`src/rtl/sdka_mul.sv`:
```
`timescale 1ns / 1ps
// ----------------------------------------------------------------------------
// sdka_mul: shared multiplier
// One registered 32x32 signed multiply with the Q.28 floor shift.
// ----------------------------------------------------------------------------
module sdka_mul (
  input  logic               clk,
  input  logic signed [31:0] op_a,
  input  logic signed [31:0] op_b,
  output logic signed [35:0] prod28
);
  logic signed [63:0] prod;

  // Register the full product
  always_ff @(posedge clk) begin
    prod <= op_a * op_b;
  end

  assign prod28 = prod[63:28];

endmodule

```
`config.mk`:
```
export PLATFORM = sky130hd
export DESIGN_NAME = sdka_mul
export DESIGN_NICKNAME = d
export VERILOG_FILES = /design/src/rtl/sdka_mul.sv
export SDC_FILE = /design/constraint.sdc
export NUM_CORES = 2
export LEC_CHECK = 0
export BUFFER_PORTS_ARGS = -buffer_cell sky130_fd_sc_hd__buf_2
export CAP_MARGIN = 10
export CORE_ASPECT_RATIO = 0.75
export CORE_MARGIN = 8
export CORE_UTILIZATION = 59
export DETAILED_ROUTE_END_ITERATION = 7
export HOLD_SLACK_MARGIN = 0.1
export PLACE_DENSITY_LB_ADDON = 0.2
export RECOVER_POWER = 25
export SLEW_MARGIN = 5
export SYNTH_ARGS = -nofsm -noshare
export SYNTH_HDL_FRONTEND = slang
export SYNTH_SLANG_ARGS = --single-unit
```
`constraint.sdc`:
```
create_clock -name clk -period 9.25 [get_ports clk]
set_input_delay 0.4625 -clock clk [delete_from_list [all_inputs] [get_ports clk]]
set_output_delay 0.4625 -clock clk [all_outputs]
set_load 0.05 [all_outputs]
```
==> Word level (Yosys, flattened, before mapping) <==
Index checks and enable logic that the tools add are counted.
{ "totals": {"ff_bits": 64, "in_bits": 65, "out_inout_bits": 36, "elab_cells": 2} }
{ "classes": {"multipliers": 1} }
{ "op_table": {"columns": ["operator", "n"], "rows": [
  ["$mul A32 B32 Y64", 1]
]} }

==> Logic depth before layout (Yosys ltp) <==
{ "depth": {"ltp_word": 1, "depth_mapped": 28, "mapped_depth_nobuf": 26} }

==> Worst setup path after synthesis <==
OpenSTA, ideal clock, no wires.
{ "synth_path": {"path_type": "input -> register", "from": "in op_a[31]", "to": "reg prod[63]", "setup_ns": 0.122, "t_arrival_ns": 7.835, "t_required_ns": 9.128, "slack_ns": 1.293, "path_stages": 27, "path_buffers": 2, "path_cell_list": "clkbuf_1 > nand2_1 > inv_1 > fa_1 > inv_1 > fa_1 > inv_1 > fa_1 > fa_1 > inv_1 > fa_1 > inv_1 > fa_1 > inv_1 > fa_1 > fa_1 > inv_1 > ha_1 > clkbuf_1 > a21o_1 > a21o_1 > a21oi_1 > nor3b_1 > a311oi_1 > a211oi_2 > nor3_1 > a311o_1"} }
{ "synth_between": {"elab_chain_len": 1} }
{ "synth_rtl": {"columns": ["element", "line", "source"], "rows": [
  ["from (decl)", "8", "input logic signed [31:0] op_a,"],
  ["$mul A32 B32 Y64", "16", "prod <= op_a * op_b;"],
  ["to (signal assigned)", "16", null],
  ["to (decl)", "12", "logic signed [63:0] prod;"]
]} }
No other way between the ends.

==> Worst setup path after layout <==
{ "layout_path": {"from": "in op_a[14]", "to": "reg prod[63]"} }
The elaborated chain is that of the path after synthesis.

==> qor.tcl <==
set qor(finish.utilization) 0.623
set qor(syn-cell-area_mm2) 0.0363
set qor(ctsHoldBuffers) 0
set qor(dp_hpwl_um) 86000
set qor(synth-async-reset-ratio) 0
set qor(finalHoldViolCount) 0
set qor(clk_transition_reported_paths_ns) 0.07
set qor(synth_cell_types) 63
set qor(worstSetupPathType) {in2reg}
set qor(detailroute.via_count) 25199
set qor(postSynth.topFlopCell) {sky130_fd_sc_hd__dfxtp_1}
set qor(detail_route.wl_per_cell_um) 22.1
set qor(first_global_vias) 27353
set qor(slew_violations) 0
set qor(grt_use_met1) 0.469
set qor(grt_util_met3) 0.171
set qor(nNetsFinal) 5129
set qor(yosys.area.top_type_share) 0.596
set qor(grt_first_pass_wirelength_um) 164000
set qor(critical_path.n_buffers_inverters) 7
set qor(grt.met2_usage) 0.394
set qor(timing.critical_path.fanout_max) 25
set qor(remaining_drc_errors) 0
set qor(cts_inserted_buffers) 5
set qor(flow.area_growth_from_synthesis_pct) 4.08
set qor(largest_register_ffs) 36
set qor(final_cell_mix) {sky130_fd_sc_hd__fa_1 (1081), sky130_fd_sc_hd__inv_1 (973), sky130_fd_sc_hd__nand2_1 (513)}
set qor(worst-slew-pin-transition_ns) 0.889
set qor(grt_antenna_before_repair) 4
set qor(timing.max_slew.rel_slack) 0.407
set qor(fin_setup_tns_ns) 0
set qor(drt-pass1-iter-count) 5
set qor(grt_setup_unrepaired) {false}
set qor(maxCapViolations) 0
set qor(core_mm2) 0.0607
set qor(hold_path_startpoint) {prod[41]}
set qor(synthTopCellsByArea) {sky130_fd_sc_hd__fa_1 (60%), sky130_fd_sc_hd__inv_1 (10%), sky130_fd_sc_hd__and2_1 (8.8%)}
set qor(worst_hold_path.endpoint) {prod28[13]}
set qor(placement.io_buffers) 100
set qor(clock_tree_root) {sky130_fd_sc_hd__clkbuf_16}
set qor(ys_ff_latch) 36
set qor(post-synth-top-area-cell) {sky130_fd_sc_hd__fa_1}
set qor(cpPeakStageDelay_ns) 0.70
set qor(place_ws_ns) 0.496
set qor(postRouteAntennaNets) 0
set qor(synth_nets) 5139
set qor(avgViaCountPerCell) 5.47
set qor(min_path_type) {reg2out}
set qor(final_worst_setup_slack_ns) 0.700
set qor(synth_enable_flop_cells) 0
set qor(required_ns) 9.45
set qor(fraction_of_layout_cells_with_a_size_suffix_above_1) 0.0513
set qor(post-cts-setup-buffer-count) 0
set qor(routabilityCongestion) 0.956
set qor(globalRoute.busiestLayer) {met1}
set qor(finalWorstPathRequiredPeriod_ns) 8.55
set qor(max_clock_freq_ghz) 0.117
set qor(run_status) {finished, final reports clean}
set qor(top_regs) {prod: 36 flops}
set qor(worstPathCellList) {buf_2 > buf_4 > nand2_1 > fa_1 > inv_1 > fa_1 > fa_1 > fa_1 > fa_1 > fa_1 > fa_1 > inv_1 > fa_1 > inv_1 > ha_1 > nand4_1 > or3_1 > nor3b_1 > o31ai_1 > buf_4 > a311oi_1 > buf_4 > a211oi_2 > a311o_1}
set qor(final-setup-viol-count) 0
set qor(worstHoldPathCells) 1
set qor(slowest_stage_cell_crit_path) {sky130_fd_sc_hd__nor3b_1}
set qor(clockBufferDepth) 2
set qor(first_iter_violations) 2128
set qor(clkSinkCount) 36
set qor(registers.top_by_ff_count) {prod}
set qor(row_count) 78
set qor(layout_worst_path_cycle_share) 0.924
set qor(cts.htree.levels) 2
set qor(layout_commonest_cell) {sky130_fd_sc_hd__fa_1}
set qor(grt_max_degree) 33
set qor(ys.warnings.count) 0
set qor(syn-mean-instance-area_um2) 9.52
set qor(fp.dieArea_mm2) 0.0698
set qor(chipWidth_um) 302
set qor(timing.critical_path.mode_cell) {sky130_fd_sc_hd__fa_1}
set qor(path_delay_family) {adder cells}
set qor(cp_arrival_ns) 8.75
set qor(grtUsageTotal) 0.311
set qor(drt_wl_total_um) 102000
set qor(crit_path_start_kind) {input pin}
set qor(die_h_um) 231
set qor(gate_count_after_technology_mapping) 3813
set qor(ctsResizeCount) 0
set qor(io_pins) 101
set qor(ys_seq_area_frac) 0.0198
set qor(initial_utilization) 0.598
set qor(crit_path_end_kind) {flop}
set qor(grt_residual_overflow) 0
set qor(tritoncts) {done}
==> metrics by stage <==
stage	std cells	hold WS (ns)	instance area, µm²
after CTS	4604	1.28	37800
after floorplan	3813	0.902	36300
after global placement	4596	0.933	37700
after global routing	4605	1.31	37800
final	4606	1.28	37800
after detailed placement	4596	0.933	37700
==> kinds of logic (layout without fill, tap and decap cells) <==
group                      Yosys count  count (layout)  share of synthesized area
other                                0               2                          0
DFF                                 36              36                     0.0198
AOI/OAI and AO/OA                  167             167                     0.0314
adders and majority gates         1261            1261                      0.658
buffers and inverters             1175            1166                      0.123
xor gates and xnor gates            51              51                     0.0123
and+or+nand+nor                   1123            1123                      0.156
==> worst max path at each step <==
stage          startpoint  endpoint  slack (ns)  depth (start not counted)
2_1_floorplan    op_a[31]  prod[63]        1.29                         27
3_5_place_dp      op_b[2]  prod[63]        0.50                         24
5_1_grt           op_b[2]  prod[62]        0.46                         25
6_report         op_a[14]  prod[63]        0.70                         24
3_3_place_gp      op_b[2]  prod[62]        0.42                         25
4_1_cts           op_b[2]  prod[62]        0.78                         25
==> cell usage after synthesis (all sizes together), types with 3 or more instances <==
master,count
a2111oi,3
o2111ai,3
a21o,32
o21ai,30
and2,514
xnor2,34
a211oi,4
buf,3
o21bai,6
a221oi,3
nand4,11
a21oi,50
nor3b,3
nand2b,7
o21a,8
fa,1081
ha,180
nand2,513
xor2,17
and3,4
clkbuf,196
nor3,8
nor2b,5
a31oi,10
o211ai,3
nor2,39
inv,973
dfxtp,36
nand3,8
==> final cells by class <==
cell class                      instances  area [µm²]
Antenna cell                            2        5.00
Clock buffer                            5         125
Clock inverter                          3        23.8
Fill cell                            5100       22900
Inverter                              974        3660
Multi-Input combinational cell       2602       31100
Sequential cell                        36         721
Tap cell                              800        1000
Timing Repair Buffer                  184        1130
==> routing by layer <==
layer  routed length (µm)  vias to the layer above
met5                  126                        -
met4                 1580                        8
met3                18000                       94
met2                38200                     1436
met1                43900                    12914
li1                     -                    10747
Power is not shown: default switching activity piles up to over one toggle a cycle in this logic, so the estimate is an artifact.
