===== config.mk =====
export PLATFORM = sky130hd
export DESIGN_NAME = sdka_div
export DESIGN_NICKNAME = d
export VERILOG_FILES = /design/src/rtl/sdka_pkg.sv /design/src/rtl/sdka_div.sv
export SDC_FILE = /design/constraint.sdc
export NUM_CORES = 1
export LEC_CHECK = 0
export BUFFER_PORTS_ARGS = -buffer_cell sky130_fd_sc_hd__clkbuf_2
export CAP_MARGIN = 20
export CORE_MARGIN = 2
export CORE_UTILIZATION = 65
export CTS_CLUSTER_DIAMETER = 30
export DETAILED_ROUTE_END_ITERATION = 16
export PLACE_DENSITY_LB_ADDON = 0.3
export SLEW_MARGIN = 20
export SYNTH_ARGS = -nofsm -noshare
export SYNTH_HDL_FRONTEND = slang
export SYNTH_SLANG_ARGS = --single-unit

===== constraint.sdc =====
create_clock -name clk -period 20.2 [get_ports clk]
set_input_delay 0 -clock clk [delete_from_list [all_inputs] [get_ports clk]]
set_output_delay 0 -clock clk [all_outputs]
set_load 0.03 [all_outputs]

===== src/rtl/sdka_pkg.sv =====
`timescale 1ns / 1ps
// ----------------------------------------------------------------------------
// sdka_pkg: shared types and constants
// Widths, outcome codes, limit indexes and the quotient unit bundles.
// ----------------------------------------------------------------------------
package sdka_pkg;

  localparam int DirW   = 32;
  localparam int LimitW = 40;
  localparam int LenW   = 63;
  localparam int NumCfg = 2;

  localparam logic [LenW-1:0] SqCap = 63'h4000000000000000;

  typedef enum logic [1:0] {
    OUT_AVG      = 2'd0,
    OUT_HALVED   = 2'd1,
    OUT_SINGULAR = 2'd2,
    OUT_SINGLE   = 2'd3
  } outcome_t;

  localparam logic CFG_PARALLEL = 1'b0;
  localparam logic CFG_SINGULAR = 1'b1;

  // Quotient unit start and status bundle
  typedef struct packed {
    logic        start;
    logic        neg;
    logic [63:0] mag;
    logic [62:0] den;
  } div_req_t;

  typedef struct packed {
    logic        busy;
    logic        done;
    logic [34:0] quot;
  } div_rsp_t;

endpackage


===== src/rtl/sdka_div.sv =====
`timescale 1ns / 1ps
// ----------------------------------------------------------------------------
// sdka_div: scaled quotient unit
// Restoring division of a 64-bit magnitude by a 63-bit divisor, one bit per
// cycle, giving mag * 2^28 / den truncated, capped at 2^33.
// ----------------------------------------------------------------------------
module sdka_div (
  input  logic                clk,
  input  logic                rst,
  input  sdka_pkg::div_req_t  req,
  output sdka_pkg::div_rsp_t  rsp
);
  import sdka_pkg::*;

  localparam int Steps = 64 + 28;

  logic [63:0] rem;
  logic [91:0] dvd;
  logic [91:0] q;
  logic [62:0] den;
  logic        neg;
  logic [6:0]  cnt;
  logic        busy;
  logic        done;
  logic [64:0] trial;
  logic [63:0] shifted_rem;

  assign shifted_rem = {rem[62:0], dvd[91]};
  assign trial       = {1'b0, shifted_rem} - {2'b00, den};

  // Advance one quotient bit per cycle
  always_ff @(posedge clk) begin
    if (rst) begin
      busy <= 1'b0;
      done <= 1'b0;
    end else begin
      done <= 1'b0;
      if (req.start) begin
        busy <= 1'b1;
        cnt  <= 7'd0;
        rem  <= '0;
        dvd  <= {req.mag, 28'd0};
        q    <= '0;
        den  <= req.den;
        neg  <= req.neg;
      end else if (busy) begin
        dvd <= {dvd[90:0], 1'b0};
        if (!trial[64] || rem[63]) begin
          rem <= trial[63:0];
          q   <= {q[90:0], 1'b1};
        end else begin
          rem <= shifted_rem;
          q   <= {q[90:0], 1'b0};
        end
        cnt <= cnt + 7'd1;
        if (cnt == 7'(Steps - 1)) begin
          busy <= 1'b0;
          done <= 1'b1;
        end
      end
    end
  end

  logic [33:0] mag_q;
  assign mag_q = (q[91:33] != '0) ? 34'h200000000 : q[33:0];
  assign rsp.busy = busy;
  assign rsp.done = done;
  assign rsp.quot = neg ? -{1'b0, mag_q} : {1'b0, mag_q};

endmodule


Yosys cells after proc, flatten, opt, wreduce, memory -nomap -nowiden
Cells that the tools add are included.
{"block": "op_classes", "eq_ne": 1, "n_reduce_logical": 7, "add_sub_neg": 3, "mux": 13, "bitwise": 2}
{"cell": "$mux 92", "n": 3}
{"cell": "$mux 64", "n": 2}
{"cell": "$sub 64x63->65", "n": 1}
{"cell": "$reduce_bool 59->1", "n": 1}
{"cell": "$mux 35", "n": 1}
{"cell": "$neg 34->35", "n": 1}
{"cell": "$mux 34", "n": 1}
{"cell": "$add 7x1->7 const B", "n": 1}
{"cell": "$eq 7x7->1 const B", "n": 1}
{"cell": "$mux 7", "n": 1}
{"cell": "$mux 1", "n": 5}
{"cell": "$reduce_and 2->1", "n": 2}
{"cell": "$reduce_or 3->1", "n": 1}
{"cell": "$not 1->1", "n": 2}
{"cell": "$reduce_bool 2->1", "n": 1}
{"cell": "$logic_not 1->1", "n": 1}
{"cell": "$logic_or 1x1->1", "n": 1}
{"block": "totals", "word_cells": 35, "register_bits": 320, "out_inout_bits": 37, "in_bits": 131}

Depth between registers and ports, before layout
Gate-level depths: netlist (run 1).
{"block": "depth", "depth_word": 5, "ltp_mapped": 15, "ltp_nobuf": 15}

Worst setup path before layout (run 1)
No wires, ideal clock.
{"block": "synth_timing", "kind": "input to register", "startpoint": "input req[128] (netlist bit)", "endpoint": "register cnt[0], enable pin", "path_stages": 5, "n_path_buf": 3, "arrival_ns": 10.208, "path_slack_ns": 9.174, "t_required_ns": 19.382, "setup_time_ns": 0.818, "cell_sequence": "clkbuf_1 -> clkbuf_1 -> clkbuf_1 -> nor2_1 -> nor2_1"}
{"block": "synth_via", "elab_chain_len": 2}
{"element": "from (decl)", "line": "sdka_div.sv:10", "source": "input sdka_pkg::div_req_t req,"}
{"element": "$reduce_bool 2->1 (no source line)"}
{"element": "$reduce_and 2->1 (no source line)"}
{"element": "to (signal assigned)", "line": "sdka_div.sv:55", "source": "cnt <= cnt + 7'd1;"}
{"element": "to (decl)", "line": "sdka_div.sv:22", "source": "logic [6:0] cnt;"}
Every way passes these cells.
A chain may end at the register's enable or synchronous reset.

==> results.md, run 1 <==
- Status: finished clean
- Yosys warns: 0
- CP Launch Type: flop
- Slew margin rel.: around 28%
- Period utilisation layout: between 20% and 30%
- Worst-skew pair later-pin latency: 0.57 ns
- Combinational share of power: around 18%
- Final Max Slew Viols: 0
- Site Rows: 58
- Placed cell count: 1964
- Initial DRC count: approximately 1900
- Type of the most critical hold path: input port to flop
- Cts bufs inserted: a little under 60
- Clk_skew: 0.0276 ns
- Worst path max stage delay: roughly 0.76 ns
- Worst vdd ir: ~110 uV
- Yosys reg bits: just under 300
- Clock Power Share: between 40% and 50%
- Post-synth EDFFs: 291
- Tmin final: ~5 ns
- Vias per inst: just over 6
- Netlist cell types: 74
- Max Buffers Root-to-Sink: 3
- Avg WL per Cell: 20.6 um
- Clk root buf: clkbuf_16
- Total gr overflow: 0
- Largest cells by area after synthesis: edfxtp_1 (53%), ha_1 (4.9%), mux2_2 (4.3%)
- Core Region: between 20000 and 30000 um^2
- Final hold vios: 0
- Die Span Y: approximately 160 um
- Switch share: 28.6%
- Total power: 2.18 mW
- Part of the Yosys area used for sequential elements: between 50% and 60%
- DP HPWL: between 20000 and 25000 um
- Initial Util: 65.9%
- Fin Setup TNS: 0 ns
- Most common flop cell mapped by yosys: edfxtp_1
- Global-route wire length before repair: between 60000 and 70000 um
- Fmax: between 150 and 200 MHz
- Final setup violation count: 0
- Number of global-route vias before repair: between 10000 and 15000
- Crit path DAT: about 5 ns
- Most frequent cells in the layout: edfxtp_1 (291), clkbuf_2 (166), nand2_1 (165)
- Worst path cell trace: nor4_1 -> nand4_1 -> nor2_1 -> and2_1 -> nand2_1 -> ha_1 -> nor2b_1 -> nor2_1 -> a41o_1 -> a21oi_1 -> clkbuf_2
- Post-synthesis async set-or-reset flop share: 0%
- Sequential power share: between 30% and 40%
- Layout Cells excl Fill: roughly 2200
- Pint: 1.56 mW
- Syn avg cell area: roughly 11 um^2
- Cell taking the most area after synthesis: edfxtp_1
- Gate Count Post-Synth: around 1500
- I/O pins: between 150 and 200
- Remaining antenna violation count after routing: 0
- Commonest non-fill, non-tap cell in the layout: edfxtp_1
- GRT Util Overall: between 30% and 40%
- RSZ-0062 raised after global routing: false
- GPL Wtd Cong: 0.929
- Vias: between 10000 and 15000
- CTS H-tree lvls: 2
- P_leak: 8.34 nW
- Synthesis-to-finish area growth: 26.6%
- Sw Pwr: approximately 0.62 mW
- Die area: roughly 27000 um^2
- PwrDens: 104 nW/um^2
- Max-Cap Viols: 0
- Fin util: a little over four fifths
- Worst Setup End Kind: output port
- Post-Syn Area: ~16000 um^2
- Most used cell, CP: nor2_1
- Fillcell total: 1324
- Initial antenna violation count: 1
- Drt drc: 0
- CTS Sinks: about 290
- Reg clk slew, reported paths: 0.06 ns
- Top cell type's share of synthesized area: between 50% and 60%
- Die Span X: between 150 and 200 um
- Syn nets: roughly 1700
- Critical Setup Path Class: flop to output port
- TritonCTS clock tree: built
- Detailed Routing Iterations Pass 1: 6
- Slowest CP cell: nor2b_1
- Worst-path fanout max: 23
- Worst EP required: between 20 and 25 ns
- Routed wire length: 45300 um
- Worst Tran Pin Value: around 1.1 ns
- Port bufs: 167
- Fin nets: 2022
- Post-CTS Resized: 0
- Share of cells above drive strength 1: 19.2%
- Largest net degree at the start of global routing: 85
-- logic make-up after synthesis --
kind of cell | after synthesis | share of synthesized area [%]
simple gates | 521 | 15.8
compound gates | 351 | 13.4
flops | 293 | 53.2
buf+inv | 166 | 4.07
xor+xnor | 73 | 3.88
mux | 68 | 4.61
fa+ha+maj | 66 | 5.05
-- sequential cells by signal (all words and copies together), names as in the netlist --
signal  flops
dvd        64
cnt         7
rem        64
busy        1
neg         1
done        1
den        63
q          92
-- layout make-up --
cell class	count	area, um^2	area share, %
well taps	330	413	1.98
multi-input cells	1079	7080	33.9
flip-flops and latches	293	8780	42.0
clock buffers	61	1480	7.10
diodes	1	2.50	0.0120
repair buffers	307	2230	10.7
inverters	86	323	1.55
clock inverters	47	579	2.77
-- stage by stage --
| stage | area (um^2) | worst slack (ns) | hold WS, ns |
|---|---|---|---|
| 2_1_floorplan | 16500 | 9.17 | 0.0728 |
| 3_3_place_gp | 17500 | 16.19 | 0.177 |
| 3_5_place_dp | 17500 | 16.00 | 0.179 |
| 4_1_cts | 20900 | 15.26 | 0.141 |
| 5_1_grt | 20900 | 14.96 | 0.150 |
| 6_report | 20900 | 15.20 | 0.148 |
-- per-layer routing --
layer / vias to the layer above / global-route usage, % / wire (um)
met4: 0 / 18.2 / 2650
met2: 827 / 57.8 / 22600
li1: 6202 / - / -
met3: 195 / 5.94 / 3510
met1: 6507 / 40.2 / 16600
met5: - / 0 / 0
-- worst max-delay path, delay by kind of cell (launching register included) --
kind                       cells  cell delay (ns)
DFF                            1             0.40
adders and majority gates      1             0.29
and+or+nand+nor                7             2.99
AOI/OAI and AO/OA              2             0.50
buffers and inverters          1             0.24
-- power by group through the flow --
| stage | sequential (mW) | clock, mW | combinational, mW |
|---|---|---|---|
| after floorplan | 0.767 | 0 | 0.270 |
| after global placement | 0.763 | 0 | 0.339 |
| after detailed placement | 0.765 | 0 | 0.347 |
| after CTS | 0.756 | 1.02 | 0.373 |
| after global routing | 0.762 | 1.06 | 0.426 |
| final | 0.759 | 1.03 | 0.392 |
-- cells in the mapped netlist (7+ instances only) --
library cell,number
nor3_1,32
xor2_1,34
nand2_1,166
o31ai_1,11
xnor2_1,39
a21o_1,35
o211ai_1,8
nand4_1,24
inv_1,86
and2_1,10
a211oi_1,16
and3_1,7
a31oi_1,16
edfxtp_1,291
mux2_2,63
o22ai_1,12
a21oi_1,131
nor4_1,16
buf_4,11
o21bai_1,11
clkbuf_1,57
nor2b_1,104
nor2_1,99
o21ai_0,58
nand3_1,24
ha_1,65
o21a_1,10
or3_1,13
-- worst paths after layout --
path / startpoint / to / slack (ns) / cells after the start
max: q[79] / rsp[4] / 15.20 / 11
min: req[48] / den[48] / 0.15 / 2
min reg2reg: busy / done / 0.54 / 1
max reg2reg: den[0] / rem[62] / 15.89 / 15
-- timing repair --
item	4_1_cts	5_1_grt
hold buffers	130	0
hold endpoints to repair	151	0
buffers inserted	0	0
No activity file was read; power rests on OpenSTA's default activity.
==> run 2: changes to the inputs <==
CORE_UTILIZATION = 54   (was 65)
clock period = 4.3 ns   (was 20.2 ns; I/O delays follow)
==> run 2 against run 1 <==
  * Sequential cell count is the same
  * Sequential share of layout area shrank 0.75 points
  * Total power rose to 4.8 times the previous value
  * Register-to-register slack worse by 15 ns
  * Combinational power grew to 4.6 times the previous value
  * Global-route usage shrank 7.0 points
  * Final area is 1.8% higher
  * Die area up 20%
  * First-iteration DRC count down 33%
  * Largest power group unchanged
==> results.md, run 2 (synthesized netlist as in run 1, its figures left out) <==
- Status: finished clean
- Worst vdd ir: about 320 uV
- Clk_skew: approximately 0.024 ns
- TritonCTS clock tree: built
- Global-route wire length before repair: 66700 um
- Fin nets: slightly above 2000
- Setup WS pre-CTS: between 0.6 and 0.7 ns
- Max Buffers Root-to-Sink: 3
- CTS Sinks: a little under 300
- Switch share: between 20% and 30%
- Routed wire length: 42800 um
- Slowest CP cell: edfxtp_1
- I/O pins: approximately 170
- Multi-input gate area: 7080 um^2
- Detailed Routing Iterations Pass 1: 8
- Worst-skew pair later-pin latency: 0.58 ns
- Slew margin rel.: between 20% and 30%
- Cts bufs inserted: 67
- Avg WL per Cell: about 19 um
- Fin Setup TNS: 0 ns
- Type of the most critical hold path: input port to flop
- PwrDens: about 490 nW/um^2
- Final hold vios: 0
- Die area: between 30000 and 40000 um^2
- Most frequent cells in the layout: edfxtp_1 (291), clkbuf_2 (166), nand2_1 (165)
- Grt met3 use: about 4.5%
- Reg clk slew, reported paths: roughly 0.050 ns
- Final setup violation count: 0
- Sw Pwr: between 2 and 3 mW
- Initial DRC count: 1275
- Number of global-route vias before repair: 13100
- Initial antenna violation count: 1
- Port bufs: between 150 and 200
- P_leak: around 8.5 nW
- GRT Util Overall: roughly a quarter
- Cell family with most CP delay: simple AND/OR/NAND/NOR gates
- Final Max Slew Viols: 0
- Remaining antenna violation count after routing: 0
- Fillcell total: roughly 2100
- RSZ-0062 raised after global routing: false
- Period utilisation layout: a little under 90%
- Crit path DAT: 3.80 ns
- Worst Setup End Kind: output port
- Vias: ~13000
- Largest reg by FF count: q
- Worst-path fanout max: 23
- Worst EP required: 4.30 ns
- Biggest regs: q (92), dvd (64), rem (64)
- CTS H-tree lvls: 3
- Total gr overflow: 0
- Die Span Y: approximately 180 um
- Setup Buffers After CTS: 0
- Commonest non-fill, non-tap cell in the layout: edfxtp_1
- Synthesis-to-finish area growth: 28.9%
- Register Area: roughly 9000 um^2
- Worst path max stage delay: around 0.44 ns
- Share of cells above drive strength 1: between 15 and 20%
- Largest net degree at the start of global routing: just under 90
- Clk root buf: clkbuf_16
- Tmin final: roughly 3.8 ns
- Worst Tran Pin Value: approximately 1.1 ns
- Sequential power share: roughly a third
- Busiest grt layer: met2
- Clock Power Share: 48.8%
- CP Launch Type: flop
- Met1 usage: 33.2%
- DP HPWL: approximately 26000 um
- CP bufs+invs: 2
- Core Region: roughly 30000 um^2
- Critical Setup Path Class: flop to output port
- Worst path cell trace: nor4_1 -> nand4_1 -> nor3_1 -> and2_1 -> buf_4 -> nand2_1 -> ha_1 -> nor2b_1 -> nor2_1 -> a41o_1 -> a21oi_1 -> clkbuf_2
- Pint: around 7.5 mW
- Max FFs per register: 92
- Fmax: between 200 and 300 MHz
- Site Rows: 64
- Max-Cap Viols: 0
- M2 GR Usage: roughly 44%
- GPL Wtd Cong: about 0.95
- Combinational share of power: ~17%
- Initial Util: a little over half
- Vias per inst: between 5 and 6
- Drt drc: 0
- Setup ws final: between 0.5 and 0.6 ns
- Die Span X: 179 um
run 2: worst paths after layout:
kind | endpoint | startpoint | slack [ns] | cells past startpoint
setup / recovery | rsp[4] | q[35] | 0.50 | 12
hold / removal | den[16] | req[16] | 0.16 | 2
setup reg to reg | rem[26] | dvd[91] | 0.59 | 14
hold reg to reg | done | busy | 0.53 | 1
run 2: area by class of cell:
class,instances,area share (%)
Clock inverter,49,2.57
Antenna cell,1,0.0118
Tap cell,396,2.33
Sequential cell,293,41.3
Timing Repair Buffer,316,10.9
Inverter,86,1.52
Multi-Input combinational cell,1079,33.3
Clock buffer,74,8.10
run 2: timing repair:
action,CTS,global route
hold buffers,130,0
endpoints found under the hold margin,155,0
resized for setup,0,0
run 2: metrics by stage:
| step | std cells | cell area, um^2 | utilization [%] | hold slack (ns) | power, mW |
|---|---|---|---|---|---|
| 3_3_place_gp | 2040 | 17700 | 58.3 | 0.177 | 5.21 |
| 2_1_floorplan | 1538 | 16500 | - | 0.0728 | 4.84 |
| 6_report | 2294 | 21300 | 70.1 | 0.159 | 10.5 |
| 5_1_grt | 2294 | 21300 | 70.1 | 0.156 | 10.9 |
| 4_1_cts | 2293 | 21300 | 70.1 | 0.137 | 10.4 |
| 3_5_place_dp | 2040 | 17700 | 58.3 | 0.179 | 5.25 |
run 2: routing by layer:
metal	vias to the layer above	part of all wire [%]
met5	-	0
met4	0	5.1
met3	144	6.3
met2	564	49
met1	6346	40
li1	6258	-
run 2: power groups by stage:
stage	clock network, mW	registers (mW)	logic (mW)
finish	5.13	3.56	1.82
global route	5.32	3.58	2.00
floorplan	0	3.57	1.27
detailed placement	0	3.59	1.65
global placement	0	3.59	1.63
CTS	5.10	3.55	1.77
